[config.mk]
export PLATFORM = sky130hd
export DESIGN_NAME = apwd_frame_buf
export DESIGN_NICKNAME = d
export VERILOG_FILES = /design/src/hw/rtl/adpcm_pcm_wave_decoder_macros.svh /design/src/hw/rtl/apwd_pkg.sv /design/src/hw/rtl/apwd_frame_buf.sv
export SDC_FILE = /design/constraint.sdc
export NUM_CORES = 1
export LEC_CHECK = 0
export ABC_AREA = 1
export BUFFER_PORTS_ARGS = -buffer_cell sky130_fd_sc_hd__buf_2
export CAP_MARGIN = 20
export CELL_PAD_IN_SITES_DETAIL_PLACEMENT = 1
export CELL_PAD_IN_SITES_GLOBAL_PLACEMENT = 1
export CORE_AREA = 5 5 101 103
export CTS_CLUSTER_SIZE = 14
export DETAILED_ROUTE_END_ITERATION = 16
export DIE_AREA = 0 0 106 108
export PLACE_DENSITY = 0.7
export SLEW_MARGIN = 5
export SYNTH_ARGS = -nofsm -noshare
export SYNTH_HDL_FRONTEND = slang
export SYNTH_SLANG_ARGS = --single-unit
[constraint.sdc]
create_clock -name clk -period 1.4 [get_ports clk]
set_clock_uncertainty 0.15 [all_clocks]
set_input_delay 0.21 -clock clk [delete_from_list [all_inputs] [get_ports clk]]
set_output_delay 0.21 -clock clk [all_outputs]
set_load 0.03 [all_outputs]
[src/hw/rtl/adpcm_pcm_wave_decoder_macros.svh]
`ifndef ADPCM_PCM_WAVE_DECODER_MACROS_SVH
`define ADPCM_PCM_WAVE_DECODER_MACROS_SVH

// same-cycle implication, sampled on clk, off while rst_n is low
`define APWD_ASSERT_NOW(label, ante, cons, msg) \
  label: assert property (@(posedge clk) disable iff (!rst_n) (ante) |-> (cons)) \
    else $error(msg);

// next-cycle implication, sampled on clk, off while rst_n is low
`define APWD_ASSERT_NEXT(label, ante, cons, msg) \
  label: assert property (@(posedge clk) disable iff (!rst_n) (ante) |=> (cons)) \
    else $error(msg);

`endif

[src/hw/rtl/apwd_pkg.sv]
`timescale 1ns / 1ps

package apwd_pkg;

  localparam int BYTE_W     = 8;
  localparam int SAMPLE_W   = 16;
  localparam int LIMIT_W    = 27;
  localparam int FORMAT_W   = 2;
  localparam int COEF_W     = 14;
  localparam int FRAME_MAX  = 9;
  localparam int POS_W      = 4;
  localparam int K_W        = 4;
  localparam int PROD_W     = COEF_W + SAMPLE_W;
  localparam int ACC_W      = PROD_W + 1;
  localparam int PRED_SHIFT = 11;
  localparam int SCALED_W   = 20;
  localparam int SUM_W      = SCALED_W + 1;
  localparam int CFG_IDX_W  = 1;
  localparam int CFG_DATA_W = LIMIT_W;

  // frame lengths in bytes
  localparam logic [POS_W-1:0] LEN_ADPCM4 = POS_W'(9);
  localparam logic [POS_W-1:0] LEN_ADPCM2 = POS_W'(5);

  typedef enum logic [FORMAT_W-1:0] {
    FMT_ADPCM4 = 2'd0,
    FMT_ADPCM2 = 2'd1,
    FMT_PCM8   = 2'd2,
    FMT_PCM16  = 2'd3
  } fmt_t;

  typedef enum logic [CFG_IDX_W-1:0] {
    REG_WAVE_FORMAT  = 1'b0,
    REG_SAMPLE_LIMIT = 1'b1
  } reg_idx_t;

  typedef enum logic [1:0] {
    ST_IDLE    = 2'd0,
    ST_MUL_NEW = 2'd1,
    ST_MUL_OLD = 2'd2,
    ST_FIN     = 2'd3
  } seq_state_t;

  typedef logic signed [COEF_W-1:0]   coef_t;
  typedef logic signed [SAMPLE_W-1:0] sample_t;
  typedef logic signed [ACC_W-1:0]    acc_t;

  // multiply-accumulate control
  typedef struct packed {
    logic en;
    logic clear;
  } mac_ctrl_t;

  // frame buffer write
  typedef struct packed {
    logic              en;
    logic [POS_W-1:0]  addr;
    logic [BYTE_W-1:0] data;
  } buf_wr_t;

  // weight on the newer history sample
  function automatic coef_t coef_new(input logic [3:0] p);
    coef_t c;
    case (p)
      4'd0:    c = 14'sh0000;
      4'd1:    c = 14'sh0800;
      4'd2:    c = 14'sh0000;
      4'd3:    c = 14'sh0400;
      4'd4:    c = 14'sh1000;
      4'd5:    c = 14'sh0e00;
      4'd6:    c = 14'sh0c00;
      4'd7:    c = 14'sh1200;
      4'd8:    c = 14'sh1068;
      4'd9:    c = 14'sh12c0;
      4'd10:   c = 14'sh1400;
      4'd11:   c = 14'sh0800;
      4'd12:   c = 14'sh0400;
      4'd13:   c = -14'sh0400;
      4'd14:   c = -14'sh0400;
      default: c = -14'sh0800;
    endcase
    return c;
  endfunction

  // weight on the older history sample
  function automatic coef_t coef_old(input logic [3:0] p);
    coef_t c;
    case (p)
      4'd0:    c = 14'sh0000;
      4'd1:    c = 14'sh0000;
      4'd2:    c = 14'sh0800;
      4'd3:    c = 14'sh0400;
      4'd4:    c = -14'sh0800;
      4'd5:    c = -14'sh0600;
      4'd6:    c = -14'sh0400;
      4'd7:    c = -14'sh0a00;
      4'd8:    c = -14'sh08c8;
      4'd9:    c = -14'sh08fc;
      4'd10:   c = -14'sh0c00;
      4'd11:   c = -14'sh0800;
      4'd12:   c = -14'sh0400;
      4'd13:   c = 14'sh0400;
      4'd14:   c = 14'sh0000;
      default: c = 14'sh0000;
    endcase
    return c;
  endfunction

endpackage

[src/hw/rtl/apwd_frame_buf.sv]
`timescale 1ns / 1ps

module apwd_frame_buf import apwd_pkg::*; (
  input  logic              clk,
  input  buf_wr_t           wr,
  input  logic [POS_W-1:0]  rd_addr,
  output logic [BYTE_W-1:0] header,
  output logic [BYTE_W-1:0] rd_data
);

  logic [BYTE_W-1:0] bytes_r [FRAME_MAX];

  // one byte written per transfer
  always_ff @(posedge clk) begin
    if (wr.en) begin
      bytes_r[wr.addr] <= wr.data;
    end
  end

  // header sits at a fixed place, residual bytes at one selected place
  assign header  = bytes_r[0];
  assign rd_data = bytes_r[rd_addr];

endmodule

==> summary.md <==
| Metric | Value |
|---|---|
| Result of the run | complete, but fails checks |
| Failing checks | setup timing |
| Layout cell share with drive strength beyond 1 | 27.0% |
| Internal power consumption | 3580 uW |
| Area share of the largest cell type after synthesis | 68.8% |
| Relative slew slack | 85.5% |
| Placement row count | 35 |
| Via Count | 2193 |
| Clock-pin slew of the registers on the worst-case setup and hold paths | 0.07 ns |
| Wire length per cell | 15.9 um |
| Warning count from the yosys run | 0 |
| Netlist area before placement | 3140 um2 |
| Cell family contributing the most delay on the critical path | flip-flops |
| Worst Setup Start Kind | register |
| Top Registers | bytes_r x72 |
| Commonest cells after routing, fill and taps aside | nand2_1 (94), edfxtp_1 (72), inv_1 (52) |
| Mean number of vias per cell | 4.56 |
| CTS tree | yes |
| Vert. Die Dim | 108 um |
| Fin Setup TNS | -1.96 ns |
| Highest clock rate | 0.600 GHz |
| Max Cap Violations | 0 |
| Dominant cell type by area after synthesis | edfxtp_1 |
| Crit path cell chain | inv_1 -> nand2_1 -> nand3_1 -> nand3_1 -> nand3_1 -> nand2_2 -> buf_6 |
| Sequential area share after synthesis | 68.8% |
| Kind of end point of the critical path | output port |
| Number of buffers added by the clock tree synthesis step | 9 |
| Tightest Hold Check Type | input pin to register |
| Unique cell type count in the Yosys netlist | 10 |
| Largest driver fanout on the critical path | 2 |
| Number of flip-flops under the largest register name | 72 |
| Total leakage power | 0.00179 uW |
| Nets in the synthesized netlist | 318 |
| Least-Margin Pin Slew | 0.217 ns |
| Sw Ratio | 22.3% |
| Pins over their slew limit | 0 |
| Count of buffering cells on the critical path with inverters included | 2 |
| Max clock buf depth | 2 |
| Via count of the first global-routing pass | 2380 |
| Initial core utilization | 34.5% |
| Net count reported at finish | 383 |
| Total overflow reported by the global router | 0 |
| Post-synthesis average cell area | 10.5 um2 |
| Proportion of power drawn by combinational gates | 10.0% |
| FF+latch count, synth | 72 |
| Final clock period utilization by the worst path | 119% |
| Post-detailed-route count of antenna-violating nets | 0 |
| First-pass GRT wire length | 12100 um |
| Depth of the CTS H-tree | 3 |
| Critical-path top delay cell | edfxtp_1 |
| Starting DRC count in detailed routing | 85 |
| Stage delay of the slowest cell on the critical path | 0.41 ns |
| Die extent in x | 106 um |
| Crit path top cell by count | nand3_1 |
| Power share of the sequential group | 52.6% |
| Final weighted congestion of routability-driven global placement | 0.774 |
| Boundary pin count | 34 |
| Reg with most FFs | bytes_r |
| Setup repair after global routing missed its margin | yes |
| Arrival time reported for the critical path endpoint | 1.31 ns |
| Total Die Area | 11400 um2 |
| Relative area change from synthesis to final layout | 28.8% |
| Type of the worst setup path | register to output port |
| Standard cell area after detailed placement | 3580 um2 |
| Count of clock tree sinks | 72 |
| 1st-pass router iterations | 4 |
| Net load switching power | 1030 uW |
| Part of the total power dissipated in the clock network | 37.4% |
| Count of endpoints failing setup in the final report | 9 |
| # DRC | 0 |
| Post-route minimum period | 1.67 ns |
| Critical Path RT | 1.04 ns |
| Core Region | 9110 um2 |
| Largest net degree at the start of global routing | 33 |
| Wire length after detailed routing | 7650 um |
| Number of antenna violations at the first check in global routing | 0 |
| Number of antenna repair diodes | 0 |
| Worst voltage drop across the vdd grid | 758 uV |
| Post-detail-place hpwl | 5150 um |
| Top area cells in the synthesized netlist | edfxtp_1 (69%), nand2_1 (12%), nand3_1 (8.1%) |
| Final hold violation count | 0 |
| Number of cells produced by synthesis | 300 |
| Power Dens Cells | 1140 nW/um2 |
| Library cell used as clock root buffer | clkbuf_8 |
| Post-route cell area | 4050 um2 |
| Most common cell after layout, fill and taps aside | nand2_1 |
| Overall global routing resource usage | 14.3% |
| Number of buffers added on ports | 33 |
| Smallest setup slack after layout | -0.266 ns |
-- per-layer routing --
| layer | vias to the layer above | part of all wire (%) | track usage (%) |
|---|---|---|---|
| met3 | 10 | 3.0 | 2.93 |
| met4 | 0 | 1.4 | 5.74 |
| met5 | - | 0 | 0 |
| li1 | 1089 | - | - |
| met1 | 1063 | 44 | 17.0 |
| met2 | 31 | 52 | 25.5 |
-- logic make-up after synthesis --
logic type	count (synthesis)	synth area share, %
DFF	72	68.8
buffers and inverters	68	10.0
and+or+nand+nor	160	21.1
-- power by group through the flow --
stage | clock network, uW | registers, uW | logic, uW
floorplan | 0 | 2480 | 226
global placement | 0 | 2470 | 383
CTS | 1760 | 2430 | 454
global route | 1860 | 2430 | 504
detailed placement | 0 | 2470 | 394
finish | 1720 | 2430 | 461
-- cell usage after synthesis --
cell and count:
nand3_1 51, buf_4 4, inv_4 2, clkbuf_1 1
nor2_1 9, buf_6 5, edfxtp_1 72, buf_2 2
nand2_1 100, inv_1 54
-- stage by stage --
step                      instances  setup slack [ns]  hold WS (ns)  power, uW  utilization [%]
after floorplan                 300           0.00428         0.159       2710                -
after global placement          455            -0.103         0.343       2850             39.3
after detailed placement        455            -0.172         0.350       2870             39.3
after CTS                       480            -0.286        0.0198       4640             43.8
after global routing            481            -0.346        0.0362       4790             44.4
final                           481            -0.266        0.0271       4610             44.4
-- final timing paths --
check / from / endpoint / slack [ns] / cells after the start
max: bytes_r[0][2] / rd_data[2] / -0.27 / 7
min: wr[3] / bytes_r[0][3] / 0.03 / 1
-- cell type report --
| class | instances | area [um2] |
|---|---|---|
| fill | 1018 | 5060 |
| sequential | 72 | 2160 |
| multi-input combinational | 160 | 759 |
| timing repair buffer | 66 | 561 |
| inverter | 56 | 215 |
| tap | 111 | 139 |
| clock buffer | 9 | 124 |
| clock inverter | 7 | 86.3 |
-- timing repair --
item                       4_1_cts  5_1_grt
gates cloned                     0        0
hold buffers                     6        0
hold endpoints to repair        45        0
pin swaps                       13       10
setup buffers                    4        3
resized for setup               35       12
setup endpoints to repair        9       12
Power figures use the tool's default switching activity.
