**config.mk**
```make
export PLATFORM = sky130hd
export DESIGN_NAME = apwd_mac
export DESIGN_NICKNAME = d
export VERILOG_FILES = /design/src/hw/rtl/adpcm_pcm_wave_decoder_macros.svh /design/src/hw/rtl/apwd_pkg.sv /design/src/hw/rtl/apwd_mac.sv
export SDC_FILE = /design/constraint.sdc
export NUM_CORES = 1
export LEC_CHECK = 0
export BUFFER_PORTS_ARGS = -buffer_cell sky130_fd_sc_hd__buf_4
export CORE_MARGIN = 1.5
export CORE_UTILIZATION = 70
export DETAILED_ROUTE_END_ITERATION = 8
export GPL_ROUTABILITY_DRIVEN = 1
export GPL_TIMING_DRIVEN = 1
export HOLD_SLACK_MARGIN = 0.1
export PLACE_DENSITY = 0.9
export SLEW_MARGIN = 30
export SYNTH_ARGS = -nofsm -noshare
export SYNTH_HDL_FRONTEND = slang
export SYNTH_SLANG_ARGS = --single-unit
```
**constraint.sdc**
```tcl
create_clock -name clk -period 24.8 [get_ports clk]
set_input_delay 2.48 -clock clk [delete_from_list [all_inputs] [get_ports clk]]
set_output_delay 2.48 -clock clk [all_outputs]
set_load 0.05 [all_outputs]
```
**src/hw/rtl/adpcm_pcm_wave_decoder_macros.svh**
```systemverilog
`ifndef ADPCM_PCM_WAVE_DECODER_MACROS_SVH
`define ADPCM_PCM_WAVE_DECODER_MACROS_SVH

// same-cycle implication, sampled on clk, off while rst_n is low
`define APWD_ASSERT_NOW(label, ante, cons, msg) \
  label: assert property (@(posedge clk) disable iff (!rst_n) (ante) |-> (cons)) \
    else $error(msg);

// next-cycle implication, sampled on clk, off while rst_n is low
`define APWD_ASSERT_NEXT(label, ante, cons, msg) \
  label: assert property (@(posedge clk) disable iff (!rst_n) (ante) |=> (cons)) \
    else $error(msg);

`endif

```
**src/hw/rtl/apwd_pkg.sv**
```systemverilog
`timescale 1ns / 1ps

package apwd_pkg;

  localparam int BYTE_W     = 8;
  localparam int SAMPLE_W   = 16;
  localparam int LIMIT_W    = 27;
  localparam int FORMAT_W   = 2;
  localparam int COEF_W     = 14;
  localparam int FRAME_MAX  = 9;
  localparam int POS_W      = 4;
  localparam int K_W        = 4;
  localparam int PROD_W     = COEF_W + SAMPLE_W;
  localparam int ACC_W      = PROD_W + 1;
  localparam int PRED_SHIFT = 11;
  localparam int SCALED_W   = 20;
  localparam int SUM_W      = SCALED_W + 1;
  localparam int CFG_IDX_W  = 1;
  localparam int CFG_DATA_W = LIMIT_W;

  // frame lengths in bytes
  localparam logic [POS_W-1:0] LEN_ADPCM4 = POS_W'(9);
  localparam logic [POS_W-1:0] LEN_ADPCM2 = POS_W'(5);

  typedef enum logic [FORMAT_W-1:0] {
    FMT_ADPCM4 = 2'd0,
    FMT_ADPCM2 = 2'd1,
    FMT_PCM8   = 2'd2,
    FMT_PCM16  = 2'd3
  } fmt_t;

  typedef enum logic [CFG_IDX_W-1:0] {
    REG_WAVE_FORMAT  = 1'b0,
    REG_SAMPLE_LIMIT = 1'b1
  } reg_idx_t;

  typedef enum logic [1:0] {
    ST_IDLE    = 2'd0,
    ST_MUL_NEW = 2'd1,
    ST_MUL_OLD = 2'd2,
    ST_FIN     = 2'd3
  } seq_state_t;

  typedef logic signed [COEF_W-1:0]   coef_t;
  typedef logic signed [SAMPLE_W-1:0] sample_t;
  typedef logic signed [ACC_W-1:0]    acc_t;

  // multiply-accumulate control
  typedef struct packed {
    logic en;
    logic clear;
  } mac_ctrl_t;

  // frame buffer write
  typedef struct packed {
    logic              en;
    logic [POS_W-1:0]  addr;
    logic [BYTE_W-1:0] data;
  } buf_wr_t;

  // weight on the newer history sample
  function automatic coef_t coef_new(input logic [3:0] p);
    coef_t c;
    case (p)
      4'd0:    c = 14'sh0000;
      4'd1:    c = 14'sh0800;
      4'd2:    c = 14'sh0000;
      4'd3:    c = 14'sh0400;
      4'd4:    c = 14'sh1000;
      4'd5:    c = 14'sh0e00;
      4'd6:    c = 14'sh0c00;
      4'd7:    c = 14'sh1200;
      4'd8:    c = 14'sh1068;
      4'd9:    c = 14'sh12c0;
      4'd10:   c = 14'sh1400;
      4'd11:   c = 14'sh0800;
      4'd12:   c = 14'sh0400;
      4'd13:   c = -14'sh0400;
      4'd14:   c = -14'sh0400;
      default: c = -14'sh0800;
    endcase
    return c;
  endfunction

  // weight on the older history sample
  function automatic coef_t coef_old(input logic [3:0] p);
    coef_t c;
    case (p)
      4'd0:    c = 14'sh0000;
      4'd1:    c = 14'sh0000;
      4'd2:    c = 14'sh0800;
      4'd3:    c = 14'sh0400;
      4'd4:    c = -14'sh0800;
      4'd5:    c = -14'sh0600;
      4'd6:    c = -14'sh0400;
      4'd7:    c = -14'sh0a00;
      4'd8:    c = -14'sh08c8;
      4'd9:    c = -14'sh08fc;
      4'd10:   c = -14'sh0c00;
      4'd11:   c = -14'sh0800;
      4'd12:   c = -14'sh0400;
      4'd13:   c = 14'sh0400;
      4'd14:   c = 14'sh0000;
      default: c = 14'sh0000;
    endcase
    return c;
  endfunction

endpackage

```
**src/hw/rtl/apwd_mac.sv**
```systemverilog
`timescale 1ns / 1ps

module apwd_mac import apwd_pkg::*; (
  input  logic      clk,
  input  mac_ctrl_t ctrl,
  input  coef_t     coef,
  input  sample_t   smp,
  output acc_t      acc
);

  logic signed [PROD_W-1:0] prod;
  acc_t acc_r;
  acc_t acc_nxt;

  // one shared signed multiplier
  assign prod = coef * smp;

  // when enabled, clear loads the product, otherwise accumulate
  always_comb begin
    acc_nxt = acc_r;
    if (ctrl.en) begin
      if (ctrl.clear) begin
        acc_nxt = ACC_W'(prod);
      end else begin
        acc_nxt = acc_r + ACC_W'(prod);
      end
    end
  end

  always_ff @(posedge clk) begin
    acc_r <= acc_nxt;
  end

  assign acc = acc_r;

endmodule

```
==> impl_results.md, run 1 <==
* Main flop type after synthesis: edfxtp_1
* Yosys cell types at 50
* Later-pin clock latency in the skew report at approximately 0.28 ns
* CTS Buffer Depth at 2
* Worst-path clk slew at approximately 0.050 ns
* Clk root buf: clkbuf_16
* Detail-routed via count per cell at 5.885
* Post-synth EDFFs at 31
* Register area share after synthesis at just over 8%
* WL per Instance at approximately 17 um
* Critical path class: primary input to flop
* Final core occ at 76.08%
* Largest net degree at the start of global routing at 55
* Tcrit/Tclk final at between 40% and 50%
* Antenna violations before repair at 0
* Synthesis-stage register bit count at 31
* DIE WIDTH at roughly 130 um
* Cell Area, Synth at around 11000 um2
* Cts repair resizes at 0
* Synth warn at 0
* Fin. max-slew vios at 0
* Dpl hpwl at 21310 um
* Status: finished, final reports clean
* Vias in the first global route at about 9300
* Antenna fix cells at 0
* Via count at roughly 8800
* Critical Path RT at ~25 ns
* Top Ports at 64
* Hold Path Class: flop to flop
* RSZ-0062 raised after global routing: no
* Final hold violation count at 0
* DRT antenna net count at 0
* Max-cap viol count at 0
* CTS tree: yes
* Critical Path Fanout Max at 16
* TritonCTS buffer count at 5
* Kind of end point of the critical path: flop
* Htree depth at 2
* Fin crit period at 10.26 ns
* # rows at between 40 and 50
* Max incr delay on CP at approximately 0.53 ns
* Asr flop ratio synth at 0%
* Final net count at around 1600
* Measured slew at the worst slew-check pin at 0.8870 ns
* Largest register FFs at 31
* Max Clk Rate at 97.42 MHz
* Critical Path Start Type: primary input
* Core ar. at 15830 um2
* Gate Count Post-Synth at 1244
* Die Y-Extent at 130.0 um
* Postcts setup bufs at 0
* Sink Count at 31
* Mapped Nets at 1602
* First-pass GRT wire length at approximately 42000 um
* Starting density of the core at around 71%
* Slowest CP cell: fa_1
* Layout cells sized above 1 at between 6 and 7%
* Slew HR at between 40% and 50%
* DR pass1 iterations at 5
* Total die area at approximately 17000 um2
* Crit path DAT at approximately 10 ns
* Drt total wl at ~26000 um
* Hold buffer count at cts at 0
* Gp weighted congestion at roughly 0.94
* Final setup TNS at 0 ns
* Global Route Usage Sum at about a third
* Final setup fails at 0
* Max Clock Skew at roughly 0.0044 ns
* FILL cells at between 1000 and 1500
* Residual DRC at 0
* P&R area growth vs syn at 6.660%
* Syn Area/Cell at between 9 and 10 um2
* Total congestion overflow at 0
* Number of DRC markers in iteration 0 at 513
* Port bufs at 63
[layout make-up]
| type | count | area, um2 | share of cell area (%) |
|---|---|---|---|
| clock buffer | 6 | 128.9 | 1.070 |
| clock inverter | 1 | 30.03 | 0.2494 |
| inverter | 266 | 998.5 | 8.292 |
| multi-input combinational | 907 | 9210 | 76.49 |
| sequential | 31 | 930.9 | 7.731 |
| tap | 216 | 270.3 | 2.244 |
| timing repair buffer | 63 | 473.0 | 3.928 |
[per-stage QoR]
| step | cell area, um2 | cells | hold slack, ns | setup WS, ns |
|---|---|---|---|---|
| final | 12040 | 1490 | 0.7081 | 14.54 |
| after global routing | 12040 | 1490 | 0.7526 | 14.15 |
| after CTS | 12040 | 1490 | 0.7128 | 14.57 |
| after detailed placement | 11880 | 1483 | 0.7003 | 14.27 |
| after global placement | 11880 | 1483 | 0.6825 | 14.42 |
| after floorplan | 11290 | 1244 | 1.057 | 14.68 |
[cells by family (layout without fill, tap and decap cells)]
kind of cell / Yosys count / after routing / share of synthesized area [%]
and+or+nand+nor: 354 / 354 / 15.74
adders and majority gates: 325 / 325 / 50.65
buffers and inverters: 306 / 336 / 10.17
AOI/OAI and AO/OA: 162 / 162 / 9.864
xor gates and xnor gates: 56 / 56 / 4.344
DFF: 31 / 31 / 8.246
muxes: 10 / 10 / 0.9864
[layer usage]
metal / share of wire, % / global-route usage, %
met3: 5.6 / 4.551
met2: 53 / 57.67
met4: 4.4 / 13.14
met1: 37 / 38.69
met5: 0 / 0
[cell usage after synthesis (all sizes together) (2+ instances only)]
cell type,instances,share of area (%)
nor3,14,0.62
nand4,3,0.17
ha,105,12
a21o,16,1.1
a21oi,43,1.9
a31o,2,0.16
and3,9,0.50
xnor2,36,2.8
nand2,117,3.9
a211o,3,0.23
clkbuf,39,1.3
o211ai,4,0.31
a2111oi,5,0.72
a31oi,4,0.22
nor4bb,3,0.27
edfxtp,31,8.2
nand2b,8,0.44
nand3,13,0.58
or3,6,0.33
a211oi,10,0.66
mux2,9,0.90
o21bai,6,0.40
fa,220,39
o31a,2,0.16
nor2,50,1.7
nor2b,4,0.22
o31ai,5,0.33
o21a,13,0.86
nor4,2,0.11
xor2,20,1.6
a221o,4,0.35
o221ai,2,0.16
and2,123,6.8
inv,266,8.8
o21ai,35,1.6
[worst max-delay path, delay by kind of cell]
kind	cells	cell delay, ns
compound gates	9	2.20
xor+xnor	1	0.17
fa+ha+maj	8	3.50
buf+inv	7	0.45
simple gates	7	1.46
[placed cells by master, fill, tap and decap left out, types with 2 or more instances in the layout]
cell and n:
a2111oi_0 3, a2111oi_4 2, a211o_1 3, a211oi_1 10
a21o_1 16, a21oi_1 43, a221o_1 4, a31o_2 2
a31oi_1 4, and2_1 123, and3_1 9, buf_4 63
clkbuf_16 5, edfxtp_1 31, fa_1 220, ha_1 105
inv_1 266, mux2_2 9, nand2_1 117, nand2b_1 8
nand3_1 13, nand4_1 3, nor2_1 50, nor2b_1 4
nor3_1 14, nor4_1 2, nor4bb_1 3, o211ai_1 3
o21a_1 13, o21ai_0 34, o21bai_1 6, o221ai_1 2
o31a_1 2, o31ai_1 5, or3_1 6, xnor2_1 36
xor2_1 20
[worst paths after layout]
path         cells after the start        startpoint                 to  slack (ns)
max reg2reg                     10  acc[7]$_DFFE_PP_  acc[30]$_DFFE_PP_       21.23
max                             32           coef[2]  acc[29]$_DFFE_PP_       14.54
min reg2reg                      2  acc[0]$_DFFE_PP_   acc[0]$_DFFE_PP_        0.71
min                              2  acc[0]$_DFFE_PP_   acc[0]$_DFFE_PP_        0.71
Power of run 1 is left out: the tool's default activity adds up to more than one toggle a clock period on the data nets, which glitch-free logic cannot reach.
==> run 2, diff against run 1 <==
--- a/config.mk
+++ b/config.mk
@@ -7,12 +7,12 @@
 export LEC_CHECK = 0
 export BUFFER_PORTS_ARGS = -buffer_cell sky130_fd_sc_hd__buf_4
 export CORE_MARGIN = 1.5
-export CORE_UTILIZATION = 70
+export CORE_UTILIZATION = 59
 export DETAILED_ROUTE_END_ITERATION = 8
 export GPL_ROUTABILITY_DRIVEN = 1
 export GPL_TIMING_DRIVEN = 1
 export HOLD_SLACK_MARGIN = 0.1
-export PLACE_DENSITY = 0.9
+export PLACE_DENSITY = 0.81
 export SLEW_MARGIN = 30
 export SYNTH_ARGS = -nofsm -noshare
 export SYNTH_HDL_FRONTEND = slang
==> constraint.sdc (replaced) <==
create_clock -name clk -period 8.6 [get_ports clk]
set_input_delay 0.86 -clock clk [delete_from_list [all_inputs] [get_ports clk]]
set_output_delay 0.86 -clock clk [all_outputs]
set_load 0.05 [all_outputs]
==> impl_results.md, run 2 (synthesis results as in run 1) <==
* Kind of end point of the critical path: flop
* Starting density of the core at about three fifths
* R2R depth at 11
* Detail-routed via count per cell at approximately 5.6
* Via count at around 8600
* Port bufs at 63
* Slowest CP cell: fa_1
* Gp weighted congestion at around 0.95
* Clk root buf: clkbuf_16
* Max-cap viol count at 0
* WL per Instance at ~16 um
* Final setup TNS at 0 ns
* Placed instance area at approximately 12000 um2
* Worst setup margin at 0.2909 ns
* DIE WIDTH at ~140 um
* Die Y-Extent at around 140 um
* Design Area, Final at 12390 um2
* Sink Count at 31
* Later-pin clock latency in the skew report at around 0.29 ns
* Dpl hpwl at roughly 21000 um
* Crit path top cell by count: fa_1
* TritonCTS buffer count at 5
* First-pass GRT wire length at between 40000 and 50000 um
* Residual DRC at 0
* Pre-CTS WS at -0.1232 ns
* Critical Path Fanout Max at 15
* Largest net degree at the start of global routing at 55
* Drt total wl at about 25000 um
* Critical path class: primary input to flop
* Multi-input logic area at just over 9000 um2
* Worst-path clk slew at about 0.060 ns
* Fin. max-slew vios at 0
* Crit path DAT at roughly 8.3 ns
* Worst hold endpoint: acc[0]$_DFFE_PP_
* HP Start: acc[0]$_DFFE_PP_
* Measured slew at the worst slew-check pin at around 0.78 ns
* Final hold violation count at 0
* Antenna fix cells at 0
* Most common cell after layout, fill and taps aside: inv_1
* Hold Slack at slightly above 0.7 ns
* Reg2reg end: acc[22]$_DFFE_PP_
* Most frequent cells in the layout: 266 x inv_1, 220 x fa_1, 122 x and2_1
* Max Clock Skew at about 0.0045 ns
* Number of DRC markers in iteration 0 at approximately 450
* Reg-to-reg startpoint: acc[0]$_DFFE_PP_
* Status: finished, final reports clean
* Max Clk Rate at roughly 120 MHz
* Hold Path Class: flop to flop
* Worst hold path depth at 2
* Global Route Usage Sum at between 20% and 30%
* Final setup fails at 0
* Vias in the first global route at about 9000
* Antenna violations before repair at 0
* Max incr delay on CP at between 0.5 and 0.6 ns
* R2r setup slk at ~5.1 ns
* Total congestion overflow at 0
* CTS Buffer Depth at 2
* P&R area growth vs syn at 9.742%
* Top Ports at between 60 and 70
* Register area at about 930 um2
* Htree depth at 2
* Critical Path RT at around 8.6 ns
* DR pass1 iterations at 5
* Slew HR at between 40% and 50%
* CTS tree: yes
* Fin crit period at around 8.3 ns
* Hold buffer count at cts at 0
* Largest register FFs at 31
* Total die area at 19970 um2
* # rows at 50
* Tcrit/Tclk final at 96.62%
* DRT antenna net count at 0
* Final net count at around 1700
* Layout cells sized above 1 at ~10%
* FILL cells at around 1500
* Critical Path Start Type: primary input
* Core ar. at 18710 um2
* Crit path launch: coef[2]
run 2: how the worst max path moves through the flow:
stage / endpoint / slack [ns] / depth (start not counted)
final: acc[29]$_DFFE_PP_ / 0.29 / 31
after global routing: acc[29]$_DFFE_PP_ / -0.03 / 31
after CTS: acc[29]$_DFFE_PP_ / 0.16 / 32
after detailed placement: acc[29]$_DFFE_PP_ / -0.12 / 32
after global placement: acc[29]$_DFFE_PP_ / 0.03 / 32
after floorplan: acc[29]$_DFFE_PP_ / 0.1 / 32
run 2: final cells by class:
class | instances | area share (%)
clock buffer | 5 | 1.010
multi-input combinational | 907 | 75.05
timing repair buffer | 94 | 5.696
sequential | 31 | 7.514
tap | 234 | 2.363
clock inverter | 3 | 0.3131
inverter | 266 | 8.059
run 2: what timing repair did:
action,4_1_cts,5_1_grt
endpoints found under the setup margin,0,7
setup buffers,0,5
resized for setup,0,20
endpoints found under the hold margin,0,0
run 2: routing by layer:
metal	GRT usage, %	share of wire [%]
met1	31.63	38
met2	47.55	54
met3	3.375	5.3
met4	8.991	3.3
met5	0	0
run 2: through the flow:
step	utilization, %	std cells
global placement	64.69	1527
finish	66.23	1540
detailed placement	64.69	1527
global route	66.23	1540
floorplan	-	1244
CTS	65.57	1535
run 2: critical path: cells and delay by family:
kind            cells  cell delay, ns
fa+ha+maj           8            3.70
compound gates      9            1.85
simple gates        7            1.26
buf+inv             6            0.49
xor+xnor            1            0.18
Power of run 2 is left out for the same reason.
==> run 3, diff against run 2 <==
--- a/config.mk
+++ b/config.mk
@@ -8,6 +8,7 @@
 export BUFFER_PORTS_ARGS = -buffer_cell sky130_fd_sc_hd__buf_4
 export CORE_MARGIN = 1.5
 export CORE_UTILIZATION = 59
+export CTS_BUF_LIST = sky130_fd_sc_hd__clkbuf_8
 export DETAILED_ROUTE_END_ITERATION = 8
 export GPL_ROUTABILITY_DRIVEN = 1
 export GPL_TIMING_DRIVEN = 1
==> constraint.sdc (replaced) <==
create_clock -name clk -period 6.7 [get_ports clk]
set_input_delay 0.67 -clock clk [delete_from_list [all_inputs] [get_ports clk]]
set_output_delay 0.67 -clock clk [all_outputs]
set_load 0.05 [all_outputs]
==> impl_results.md, run 3 (synthesis results as in run 1) <==
* Residual DRC at 0
* RSZ-0062 raised after global routing: yes
* Total die area at 19970 um2
* HP Start: acc[0]$_DFFE_PP_
* Core ar. at ~19000 um2
* Final setup fails at 17
* Slowest CP cell: fa_1
* Clk root buf: clkbuf_8
* Global Route Usage Sum at 30.84%
* CTS Buffer Depth at 2
* Final core occ at 75.51%
* Vias in the first global route at about 11000
* Number of DRC markers in iteration 0 at approximately 450
* Slew HR at about 57%
* Antenna fix cells at 0
* FILL cells at 1185
* Kind of end point of the critical path: flop
* Max incr delay on CP at 0.54 ns
* Measured slew at the worst slew-check pin at ~0.63 ns
* Worst setup margin at -1.211 ns
* Critical Path RT at between 6 and 7 ns
* WL per Instance at 16.88 um
* Status: finished, violations left
* Fin crit period at slightly below 8 ns
* Htree depth at 2
* Top Ports at 64
* Dpl hpwl at roughly 24000 um
* DIE WIDTH at about 140 um
* Tcrit/Tclk final at 118.1%
* Max Clock Skew at 0.005573 ns
* Hold Path Class: flop to flop
* DRT antenna net count at 0
* Final hold violation count at 0
* Critical Path Start Type: primary input
* Port bufs at 63
* Crit path top cell by count: fa_1
* Total congestion overflow at 0
* First-pass GRT wire length at about 49000 um
* Final net count at between 1500 and 2000
* Failing checks: setup timing
* Placed instance area at between 10000 and 15000 um2
* Gp weighted congestion at 0.9339
* Largest register FFs at 31
* Crit path launch: smp[6]
* Final setup TNS at -14.01 ns
* CTS tree: yes
* Max-cap viol count at 0
* Drt total wl at 29280 um
* Cells after DPL at approximately 1700
* Design Area, Final at 14120 um2
* Die Y-Extent at ~140 um
* Sink Count at 31
* Layout cells sized above 1 at between 20% and 30%
* Count of non-filler cells in the finished layout at 1735
* Critical path class: primary input to flop
* Worst-path clk slew at roughly 0.07 ns
* TritonCTS buffer count at 5
* Most frequent cells in the layout: 279 x buf_4, 266 x inv_1, 220 x fa_1
* Via count at 9743
* Fin. max-slew vios at 0
* # rows at 50
* DR pass1 iterations at 5
* Antenna violations before repair at 0
* Critical Path Fanout Max at 8
* Largest net degree at the start of global routing at 55
* Detail-routed via count per cell at approximately 5.6
* Max Clk Rate at between 100 and 150 MHz
* Most common cell after layout, fill and taps aside: buf_4
* P&R area growth vs syn at 25.11%
* Reg-to-reg startpoint: acc[0]$_DFFE_PP_
* Later-pin clock latency in the skew report at roughly 0.30 ns
* Starting density of the core at roughly three fifths
* Crit path DAT at around 8 ns
run 3: cell types whose count changed in the layout (fill, tap and decap cells not counted), moves of 7 or more:
cell | previous run | this run
buf_4 | 94 | 279
buf_6 | 0 | 10
a21oi_2 | 5 | 14
o21ai_0 | 32 | 24
a21oi_1 | 38 | 26
ha_1 | 103 | 96
run 3: worst max-delay path: cells and delay by family:
kind | cells | cell delay, ns
simple gates | 7 | 1.21
fa+ha+maj | 8 | 3.62
xor+xnor | 1 | 0.26
compound gates | 9 | 1.66
buf+inv | 6 | 0.51
run 3: worst paths after layout:
kind | end | slack, ns | cells after the start
worst max register to register | acc[20]$_DFFE_PP_ | 3.45 | 11
worst min register to register | acc[0]$_DFFE_PP_ | 0.76 | 2
worst min-delay path | acc[0]$_DFFE_PP_ | 0.76 | 2
worst max-delay path | acc[29]$_DFFE_PP_ | -1.21 | 31
run 3: per-stage QoR:
step,hold WS [ns],worst slack [ns]
floorplan,0.7825,-1.145
global placement,0.7452,-1.277
detailed placement,0.7432,-1.471
CTS,0.7637,-1.133
global route,0.7857,-1.506
finish,0.7595,-1.211
run 3: cell type report:
cell class              instances  area (um2)  share of cell area [%]
clock buffers                   5       68.82                  0.4872
clock inverters                 2       8.758                 0.06201
inverters                     266       998.5                   7.069
multi-input cells             907        9598                   67.95
flip-flops and latches         31       930.9                   6.590
well taps                     234       292.8                   2.073
repair buffers                290        2227                   15.77
run 3: what timing repair did:
item                       CTS  global route
gates resized for setup     34            33
hold buffers                 0             0
setup endpoints to repair   18            21
buffers inserted            15             9
pin swaps                   47            48
run 3: metal layers:
metal / wire length [um] / up-vias / track usage [%]
li1: - / 4391 / -
met1: 10560 / 4885 / 33.41
met2: 15890 / 324 / 59.00
met3: 1150 / 143 / 3.847
met4: 1687 / 0 / 15.35
met5: 0 / - / 0
Power of run 3 is left out for the same reason.
